===== config.mk =====
export PLATFORM = sky130hd
export DESIGN_NAME = fba_front
export DESIGN_NICKNAME = d
export VERILOG_FILES = /design/src/design/fba_pkg.sv /design/src/design/fba_front.sv
export SDC_FILE = /design/constraint.sdc
export NUM_CORES = 1
export LEC_CHECK = 0
export BUFFER_PORTS_ARGS = -buffer_cell sky130_fd_sc_hd__buf_4
export CAP_MARGIN = 30
export CORE_UTILIZATION = 45
export CTS_CLUSTER_SIZE = 28
export DETAILED_ROUTE_END_ITERATION = 16
export GPL_TIMING_DRIVEN = 0
export PLACE_DENSITY = 0.71
export SLEW_MARGIN = 20
export SYNTH_ARGS = -nofsm -noshare
export SYNTH_HDL_FRONTEND = slang
export SYNTH_SLANG_ARGS = --single-unit
export TNS_END_PERCENT = 50

===== constraint.sdc =====
create_clock -name i_clk -period 2.5 [get_ports i_clk]
set_clock_uncertainty 0.05 [all_clocks]
set_input_delay 0.375 -clock i_clk [delete_from_list [all_inputs] [get_ports i_clk]]
set_output_delay 0.375 -clock i_clk [all_outputs]
set_load 0.02 [all_outputs]

===== src/design/fba_pkg.sv =====
// Shared types, widths and codes for the fixed block pool allocator.
package fba_pkg;

    localparam int IDX_W          = 10;
    localparam int CNT_W          = 11;
    localparam int BYTES_W        = 16;
    localparam int OFS_W          = 26;
    localparam int CFG_W          = 16;
    localparam int MAX_BLOCKS_DEF = 1024;
    localparam int POOL_LIMIT     = 1024;
    localparam int QUEUE_DEPTH    = 2;

    localparam logic [CNT_W-1:0]   CNT_RESET   = 11'd1024;
    localparam logic [BYTES_W-1:0] BYTES_RESET = 16'd16;
    localparam logic [CNT_W-1:0]   CNT_SAT     = 11'h7FF;

    // configuration register indexes
    localparam logic CFG_BLOCK_COUNT = 1'b0;
    localparam logic CFG_BLOCK_BYTES = 1'b1;

    typedef enum logic {
        REQ_ALLOC = 1'b0,
        REQ_FREE  = 1'b1
    } t_req;

    typedef struct packed {
        t_req             req_type;
        logic [IDX_W-1:0] block_index;
    } t_cmd;

    typedef enum logic {
        BK_EXEC = 1'b0,
        BK_LOAD = 1'b1
    } t_back_state;

endpackage


===== src/design/fba_front.sv =====
// Front end: takes request words and queues them for the executor.
module fba_front (
    input  logic                      i_clk,
    input  logic                      i_rst_n,
    input  logic                      start,
    input  logic                      i_req_type,
    input  logic [fba_pkg::IDX_W-1:0] i_block_index,
    output logic                      busy,
    output logic                      o_cmd_valid,
    output fba_pkg::t_cmd             o_cmd,
    input  logic                      i_pop
);

    fba_pkg::t_cmd r_slot [fba_pkg::QUEUE_DEPTH];
    logic          r_wr_ptr;
    logic          r_rd_ptr;
    logic [1:0]    r_count;
    logic [1:0]    n_count;
    logic          w_push;
    fba_pkg::t_cmd w_cmd;

    // classify the incoming word
    always_comb begin
        w_cmd.req_type    = fba_pkg::t_req'(i_req_type);
        w_cmd.block_index = i_block_index;
    end

    assign busy        = (r_count == 2'(fba_pkg::QUEUE_DEPTH));
    assign w_push      = start && !busy;
    assign o_cmd_valid = (r_count != 2'd0);
    assign o_cmd       = r_slot[r_rd_ptr];
    assign n_count     = r_count + {1'b0, w_push} - {1'b0, i_pop};

    // advance queue pointers and fill level
    always_ff @(posedge i_clk) begin
        if (!i_rst_n) begin
            r_wr_ptr <= 1'b0;
            r_rd_ptr <= 1'b0;
            r_count  <= 2'd0;
        end else begin
            if (w_push) begin
                r_wr_ptr <= ~r_wr_ptr;
            end
            if (i_pop) begin
                r_rd_ptr <= ~r_rd_ptr;
            end
            r_count <= n_count;
        end
    end

    // hold queued words
    always_ff @(posedge i_clk) begin
        if (w_push) begin
            r_slot[r_wr_ptr] <= w_cmd;
        end
    end

endmodule


==> impl_metrics.ini, run 1 <==
[global_routing]
overflow = 0
grt_max_degree = 15
use_met1 = 0.1629
busiest_layer = met2
antenna_found_initial = 0
grt_pass1_vias = 503
grt_pass1_wl_mm = 2.221
grt_use_met2 = 0.1959
grt_use_met3 = 0.03086
grtUsageTotal = 0.1269

[drt]
routedWlPerCell_um = 12.28
via_per_inst = 4.814
ant_nets = 0
drt_iter0_drc = 16
first_pass_iters = 4
totalWireLength_mm = 1.449
vias = 568
drc_errors = 0

[clock_network]
cts_tree = built
htreeDepth = 1
clock-sinks = 27
post_cts_buffers = 0
clk_path_buf_depth = 2
clk_latency_ps = 310
cts-resized-gates = 0
root_buffer = clkbuf_4
cts_hold_buffers = 0
path_clk_slew_ps = 130
numCtsBuffers = 3

[logic_synthesis]
syn_nets = 76
ys_ff_latch = 27
yosysWarnings = 0
synth_area_per_cell_um2 = 17.33
syn_inst = 59
synth_seq_area_share = 0.7442
syn_area_um2 = 1022
yosysUniqueCellTypes = 15

[timing]
hold_viol = 0
min_period_ps = 1777
slew-limit-headroom = 0.6494
finalMaxSlewViolations = 0
fmaxAchievable_mhz = 562.6
grt_setup_unrepaired = false
tns_ps = 0
finalSetupViolations = 0
finalCritPeriodShare = 0.7110
max_slew.worst_pin.slew_ps = 525.9
finalWorstSetupSlack_ps = 722.5

[floorplan]
die_width_um = 49.66
core_area_um2 = 2042
rows = 16
die_area_um2 = 2466
start_util = 0.5006
die_h_um = 49.66
io_pins = 28

[flow_run]
drv_cap = 0

[place]
port_buffers = 27
dpl_worst_slack_ps = 701.6
dp_hpwl_mm = 1.007
gp_congestion = 0.6619
placed_cell_area_um2 = 1259

[power]
ir_worst_vdd_uv = 508.3
leakage_nw = 0.5273
p_per_area_nw_per_um2 = 833.3

[worst_setup_path]
critPathSlowestCell = dfxtp_1
reg2reg_depth = 8
crit_family = flip-flops
worstPathRequired_ps = 2080
start_kind = register
cp.buffers_inverters = 2
slowest_delay_ps = 370
path_class = reg -> out
worstSetupPathDepth = 3
path_cells = buf_6, mux2_2, buf_4
endpoint_kind = output port
worstPathArrival_ps = 1350
worst-path-max-fanout = 10

[finish]
multiInputGateArea_um2 = 239.0
nets = 109
final_cell_mix = buf_4 (28), edfxtp_1 (22), mux2_2 (11), dfxtp_1 (5), nor2_1 (4)
seq_area_um2 = 760.7
area_growth_pct = 26.44
final_common_cell = buf_4
final_area_um2 = 1292
drive_gt1_frac = 0.4835
diodes = 0
n_fill_cell = 159

[hold_path]
min_path_type = in -> reg
min_path_cells = 1

[outcome]
outcome = completed
-- state kept, by name (all words and copies together) (netlist names), named ones only --
register	cells
r_rd_ptr	1
r_slot	22
r_count	2
r_wr_ptr	1
-- synth_stat cells (all sizes together) --
cell type,n,area (µm²)
edfxtp,22,660.6
mux2,11,123.9
dfxtp,5,100.1
nor2,4,15.01
inv,3,11.26
ha,2,25.02
nand2,2,7.510
nand2b,2,12.51
xnor2,2,17.52
and2,1,6.260
and3,1,6.260
buf,1,11.26
mux2i,1,10.01
or2,1,6.260
xor2,1,8.760
-- kinds of logic after synthesis --
logic type               Yosys count  share of synthesized area
flip-flops                        27                     0.7442
multiplexers                      12                     0.1310
AND/OR/NAND/NOR                   11                    0.05264
buffers and inverters              4                    0.02203
XOR/XNOR                           3                    0.02571
adder cells (fa/ha/maj)            2                    0.02448
-- metrics by stage --
step / util / hold WS (ps) / std cells / power (W)
floorplan: - / 404.9 / 59 / 0.0007920
global placement: 0.6164 / 418.8 / 113 / 0.0009044
detailed placement: 0.6164 / 424.2 / 113 / 0.0009113
CTS: 0.6293 / 169.8 / 117 / 0.001087
global route: 0.6330 / 165.7 / 118 / 0.001133
finish: 0.6330 / 182.6 / 118 / 0.001077
-- final timing paths --
path	end	slack (ps)	startpoint
worst max-delay path	o_cmd[1]	720	register
worst min-delay path	r_slot[1][2]$_DFFE_PP_	180	i_block_index[2]
worst max register to register	r_count[1]$_SDFF_PN0_	890	r_count[0]$_SDFF_PN0_
worst min register to register	r_wr_ptr$_SDFFE_PN0P_	460	r_wr_ptr$_SDFFE_PN0P_
-- per-layer routing --
layer  share of wire  vias to the layer above
met4           0.015                        0
met1            0.42                      271
met5               0                        -
li1                -                      276
met3           0.052                        4
met2            0.51                       17
-- where the power goes --
| part | internal, W | switching, W | total, W |
|---|---|---|---|
| clock | 0.0000623 | 0.000112 | 0.000174 |
| combinational | 0.000150 | 0.000162 | 0.000313 |
| sequential | 0.000567 | 0.0000233 | 0.000590 |
-- final cells by class --
class                   instances  share of cell area
flip-flops and latches         27              0.5886
well taps                      27             0.02614
clock buffers                   4             0.02033
inverters                       3            0.008712
multi-input cells              28              0.1849
plain buffers                   1            0.008712
repair buffers                 28              0.1626
No activity file was read; power rests on OpenSTA's default activity.
==> inputs of run 2 (changes only) <==
--- a/config.mk
+++ b/config.mk
@@ -11,7 +11,7 @@
 export CTS_CLUSTER_SIZE = 28
 export DETAILED_ROUTE_END_ITERATION = 16
 export GPL_TIMING_DRIVEN = 0
-export PLACE_DENSITY = 0.71
+export PLACE_DENSITY = 0.74
 export SLEW_MARGIN = 20
 export SYNTH_ARGS = -nofsm -noshare
 export SYNTH_HDL_FRONTEND = slang
==> constraint.sdc (replaced) <==
create_clock -name i_clk -period 1.5 [get_ports i_clk]
set_clock_uncertainty 0.05 [all_clocks]
set_input_delay 0.225 -clock i_clk [delete_from_list [all_inputs] [get_ports i_clk]]
set_output_delay 0.225 -clock i_clk [all_outputs]
set_load 0.02 [all_outputs]
==> run 2 against run 1 <==
  * The flow now finishes with violations (negative setup slack)
  * Register-to-register slack lost 880 ps
  * Clock power is 66% higher
  * First-iteration DRC count is 13% lower
  * Non-clock buffer count up 3
  * Combinational power grew 120%
  * Critical endpoint is now o_cmd[5]
  * Largest cell class unchanged
  * Largest power group unchanged
==> impl_metrics.ini, run 2 (same netlist as run 1, synthesis figures left out) <==
[timing]
finalSetupViolations = 11
min_period_ps = 1563
tns_ps = -566.6
max_slew.worst_pin.slew_ps = 573.2
finalCritPeriodShare = 1.042
fmaxAchievable_mhz = 639.8
hold_viol = 0
grt_setup_unrepaired = true
finalMaxSlewViolations = 0
finalWorstSetupSlack_ps = -62.97
slew-limit-headroom = 0.6175

[finish]
final_cell_mix = edfxtp_1 (22), buf_4 (19), mux2_4 (11), buf_6 (11)
regMostFlops = r_slot
nets = 112
postLayoutCoreUtil = 0.7243
reg_top3 = r_slot x22, r_count x2
largest_reg_flops = 22
area_growth_pct = 44.68
drive_gt1_frac = 0.6170
diodes = 0
final_common_cell = edfxtp_1

[drt]
totalWireLength_mm = 1.651
drt_iter0_drc = 14
first_pass_iters = 4
vias = 567
via_per_inst = 4.686
routedWlPerCell_um = 13.64
ant_nets = 0
drc_errors = 0

[outcome]
violations = negative setup slack
outcome = finished, violations left

[floorplan]
core_area_um2 = 2042
start_util = 0.5006
die_area_um2 = 2466
die_width_um = 49.66
rows = 16
die_h_um = 49.66
io_pins = 28

[place]
gp_congestion = 0.5819
dp_hpwl_mm = 1.092
dpl_worst_slack_ps = -297.0
port_buffers = 27

[clock_network]
numCtsBuffers = 3
htreeDepth = 1
clock-sinks = 27
clk_latency_ps = 310
clk_path_buf_depth = 2
cts_hold_buffers = 0
path_clk_slew_ps = 120
cts_tree = built
root_buffer = clkbuf_4

[global_routing]
grt_max_degree = 15
overflow = 0
grt_pass1_vias = 601
antenna_found_initial = 0
grtUsageTotal = 0.1438
grt_pass1_wl_mm = 2.504

[worst_setup_path]
worst-path-max-fanout = 5
slowest_delay_ps = 400
critPathSlowestCell = dfxtp_4
path_cells = clkbuf_16, mux2_4, buf_6
crit_family = flip-flops
r2r-end = r_count[1]$_SDFF_PN0_
reg2reg_depth = 8
cp.buffers_inverters = 2
worstPathArrival_ps = 1290
reg2reg_slack_ps = 10
start_kind = register
worstPathRequired_ps = 1220
endpoint_kind = output port
path_class = reg -> out
r2r-start = r_count[0]$_SDFF_PN0_

[hold_path]
min_path_type = in -> reg
min_from = i_req_type
hold_end = r_slot[1][10]$_DFFE_PP_
min_path_cells = 1

[power]
p_per_area_nw_per_um2 = 1357
ir_worst_vdd_uv = 1048
leakage_nw = 0.6098

[flow_run]
drv_cap = 0
run 2: worst max-delay path by stage:
stage / startpoint / end / slack [ps] / depth (start not counted)
after detailed placement: r_count[0]$_SDFF_PN0_ / r_slot[0][2]$_DFFE_PP_ / -300 / 3
after CTS: register / o_cmd[6] / -80 / 3
after global placement: r_count[0]$_SDFF_PN0_ / r_slot[0][0]$_DFFE_PP_ / -290 / 3
after floorplan: r_count[0]$_SDFF_PN0_ / r_count[1]$_SDFF_PN0_ / 5 / 8
final: register / o_cmd[5] / -60 / 3
after global routing: register / o_cmd[5] / -120 / 3
run 2: area by class of cell:
cell class | count | area [µm²]
sequential | 27 | 769.5
fill | 150 | 563.0
multi-input combinational | 28 | 331.6
timing repair buffer | 31 | 291.5
tap | 27 | 33.78
clock buffer | 4 | 26.28
buffer | 1 | 15.01
inverter | 3 | 11.26
run 2: report_power, final:
group	switching (W)	leakage [nW]	internal [W]
Combinational	0.000317	0.347	0.000386
Clock	0.000185	0.0150	0.000104
Sequential	0.0000617	0.248	0.000953
run 2: through the flow:
step | hold slack, ps | area, µm² | total power (W) | cells
2_1_floorplan | 273.9 | 1022 | 0.001320 | 59
3_3_place_gp | 361.1 | 1259 | 0.001506 | 113
3_5_place_dp | 362.4 | 1259 | 0.001529 | 113
4_1_cts | 31.91 | 1358 | 0.001896 | 118
5_1_grt | 13.93 | 1479 | 0.002108 | 121
6_report | 38.77 | 1479 | 0.002007 | 121
run 2: layer usage:
| layer | share of wire | GRT usage | vias up | routed length [µm] |
|---|---|---|---|---|
| li1 | - | - | 280 | - |
| met1 | 0.40 | 0.1493 | 263 | 665 |
| met2 | 0.52 | 0.2545 | 20 | 866 |
| met3 | 0.050 | 0.03086 | 4 | 83 |
| met4 | 0.022 | 0.1000 | 0 | 36 |
| met5 | 0 | 0 | - | 0 |
run 2: worst register-to-register path, stage by stage, from the launching register on:
cell	delay, ps
dfxtp_4	370
nand2b_4	130
nand2_4	70
ha_4	260
inv_2	30
ha_4	150
xor2_2	140
xnor2_1	150
nor2_1	50
run 2: what timing repair did:
item | CTS | global route
gates resized for setup | 19 | 19
pin swaps | 0 | 1
setup buffers | 1 | 2
hold endpoints to repair | 0 | 0
gates cloned | 0 | 1
endpoints found under the setup margin | 23 | 24
==> inputs of run 3 (changes only) <==
--- a/config.mk
+++ b/config.mk
@@ -5,13 +5,13 @@
 export SDC_FILE = /design/constraint.sdc
 export NUM_CORES = 1
 export LEC_CHECK = 0
-export BUFFER_PORTS_ARGS = -buffer_cell sky130_fd_sc_hd__buf_4
 export CAP_MARGIN = 30
 export CORE_UTILIZATION = 45
 export CTS_CLUSTER_SIZE = 28
 export DETAILED_ROUTE_END_ITERATION = 16
+export DONT_BUFFER_PORTS = 1
 export GPL_TIMING_DRIVEN = 0
-export PLACE_DENSITY = 0.74
+export PLACE_DENSITY = 0.63
 export SLEW_MARGIN = 20
 export SYNTH_ARGS = -nofsm -noshare
 export SYNTH_HDL_FRONTEND = slang
==> constraint.sdc (replaced) <==
create_clock -name i_clk -period 1.5 [get_ports i_clk]
set_clock_uncertainty 0.05 [all_clocks]
set_input_delay 0.225 -clock i_clk [delete_from_list [all_inputs] [get_ports i_clk]]
set_output_delay 0.225 -clock i_clk [all_outputs]
set_load 0.01 [all_outputs]
==> run 3 against run 2 <==
  * The flow now finishes without violations
  * Global-route usage is 0.41 points lower
  * Non-clock buffer count is 12 lower
  * Register-to-register slack hardly changed
  * Routed wire length is 0.18% higher
  * Via count is 4.9% lower
  * Power is 9.3% lower
  * Die area stayed put
  * Critical endpoint is now r_count[1]$_SDFF_PN0_
  * Largest cell class unchanged
  * Largest power group unchanged
  * Highest routed layer is now met3
==> impl_metrics.ini, run 3 (same netlist as run 1, synthesis figures left out) <==
[floorplan]
io_pins = 28
die_h_um = 49.66
rows = 16
start_util = 0.5006
core_area_um2 = 2042
die_area_um2 = 2466
die_width_um = 49.66

[clock_network]
numCtsBuffers = 3
root_buffer = clkbuf_4
clock-sinks = 27
clk_latency_ps = 310
cts_tree = built
htreeDepth = 1
clk_path_buf_depth = 2
path_clk_slew_ps = 130

[worst_setup_path]
path_cells = nand2b_4, nand2_4, ha_4, inv_2, ha_4, xor2_2, xnor2_1, nor2_1
r2r-start = r_count[0]$_SDFF_PN0_
worstPathArrival_ps = 1660
worst-path-max-fanout = 3
path_class = reg -> reg
critPathSlowestCell = dfxtp_2
slowest_delay_ps = 350
worstPathRequired_ps = 1660
start_kind = register
startpoint = r_count[0]$_SDFF_PN0_
endpoint_kind = register
path_common_cell = ha_4

[drt]
drt_iter0_drc = 5
drc_errors = 0
vias = 539
via_per_inst = 4.945
ant_nets = 0
routedWlPerCell_um = 15.17
totalWireLength_mm = 1.654
first_pass_iters = 4

[global_routing]
antenna_found_initial = 0
grtUsageTotal = 0.1397
grt_pass1_wl_mm = 2.408
grt_pass1_vias = 565
grt_max_degree = 15
overflow = 0

[finish]
largest_reg_flops = 22
drive_gt1_frac = 0.4024
regMostFlops = r_slot
final_cell_mix = edfxtp_1 (22), dlygate4sd3_1 (12), mux2_4 (10), buf_4 (6)
multiInputGateArea_um2 = 331.6
nets = 100
postLayoutCoreUtil = 0.6734
diodes = 0
reg_top3 = r_slot x22, r_count x2
area_growth_pct = 34.52
n_fill_cell = 163
seq_area_um2 = 767.0
final_common_cell = edfxtp_1

[timing]
finalCritPeriodShare = 0.9973
max_slew.worst_pin.slew_ps = 528.7
finalSetupViolations = 0
finalWorstSetupSlack_ps = 4.067
grt_setup_unrepaired = true
min_period_ps = 1496
fmaxAchievable_mhz = 668.5
finalMaxSlewViolations = 0
hold_viol = 0
slew-limit-headroom = 0.6476

[hold_path]
min_from = i_pop
min_path_type = in -> reg

[outcome]
outcome = completed

[power]
leakage_nw = 0.5276
power.total_w = 0.001820
ir_worst_vdd_uv = 995.6
p_per_area_nw_per_um2 = 1324

[place]
dpl_worst_slack_ps = -164.8
port_buffers = 0
gp_congestion = 0.6300
dp_hpwl_um = 980

[flow_run]
drv_cap = 0
==> run 3: path summary, 6_finish.rpt <==
path,endpoint,slack [ps],cells after the start
setup / recovery,r_count[1]$_SDFF_PN0_,4,8
hold / removal,register,30,2
setup reg to reg,r_count[1]$_SDFF_PN0_,4,8
hold reg to reg,r_wr_ptr$_SDFFE_PN0P_,490,2
==> run 3: power breakdown <==
| part | switching [W] | internal [W] | leakage (nW) |
|---|---|---|---|
| clock | 0.000193 | 0.000104 | 0.0150 |
| sequential | 0.0000605 | 0.000950 | 0.248 |
| combinational | 0.000237 | 0.000277 | 0.265 |
| total | 0.000490 | 0.00133 | 0.528 |
==> run 3: cell type report <==
type	instances	area share
Sequential cell	27	0.5578
Multi-Input combinational cell	28	0.2411
Timing Repair Buffer	19	0.1383
Tap cell	27	0.02457
Clock buffer	4	0.01911
Buffer	1	0.01092
Inverter	3	0.008189
==> run 3: timing repair <==
| item | 4_1_cts | 5_1_grt |
|---|---|---|
| gates resized for setup | 9 | 16 |
| endpoints found under the hold margin | 26 | 0 |
| setup buffers | 2 | 3 |
| pin swaps | 2 | 5 |
| hold buffers | 12 | 0 |
| gates cloned | 0 | 1 |
| endpoints found under the setup margin | 19 | 11 |
==> run 3: metal layers <==
layer | routed length, µm | up-vias | part of all wire | track usage
li1 | - | 255 | - | -
met1 | 663 | 267 | 0.40 | 0.1286
met2 | 909 | 17 | 0.55 | 0.2703
met3 | 81 | 0 | 0.049 | 0.04012
met4 | 0 | 0 | 0 | 0.07143
met5 | 0 | - | 0 | 0
==> run 3: critical path, delay by kind of cell (launching register included) <==
family | cells | cell delay (ps)
buffers and inverters | 1 | 40
AND/OR/NAND/NOR | 3 | 270
XOR/XNOR | 2 | 280
flip-flops | 1 | 350
adder cells (fa/ha/maj) | 2 | 400
==> run 3: metrics by stage <==
step / instance area [µm²] / hold slack, ps / instances / setup TNS (ps)
floorplan: 1022 / 273.9 / 59 / 0
global placement: 1056 / 273.9 / 86 / -3595
detailed placement: 1064 / 274.0 / 87 / -1298
CTS: 1261 / 6.940 / 105 / 0
global route: 1375 / 36.51 / 109 / -145.6
finish: 1375 / 33.98 / 109 / 0
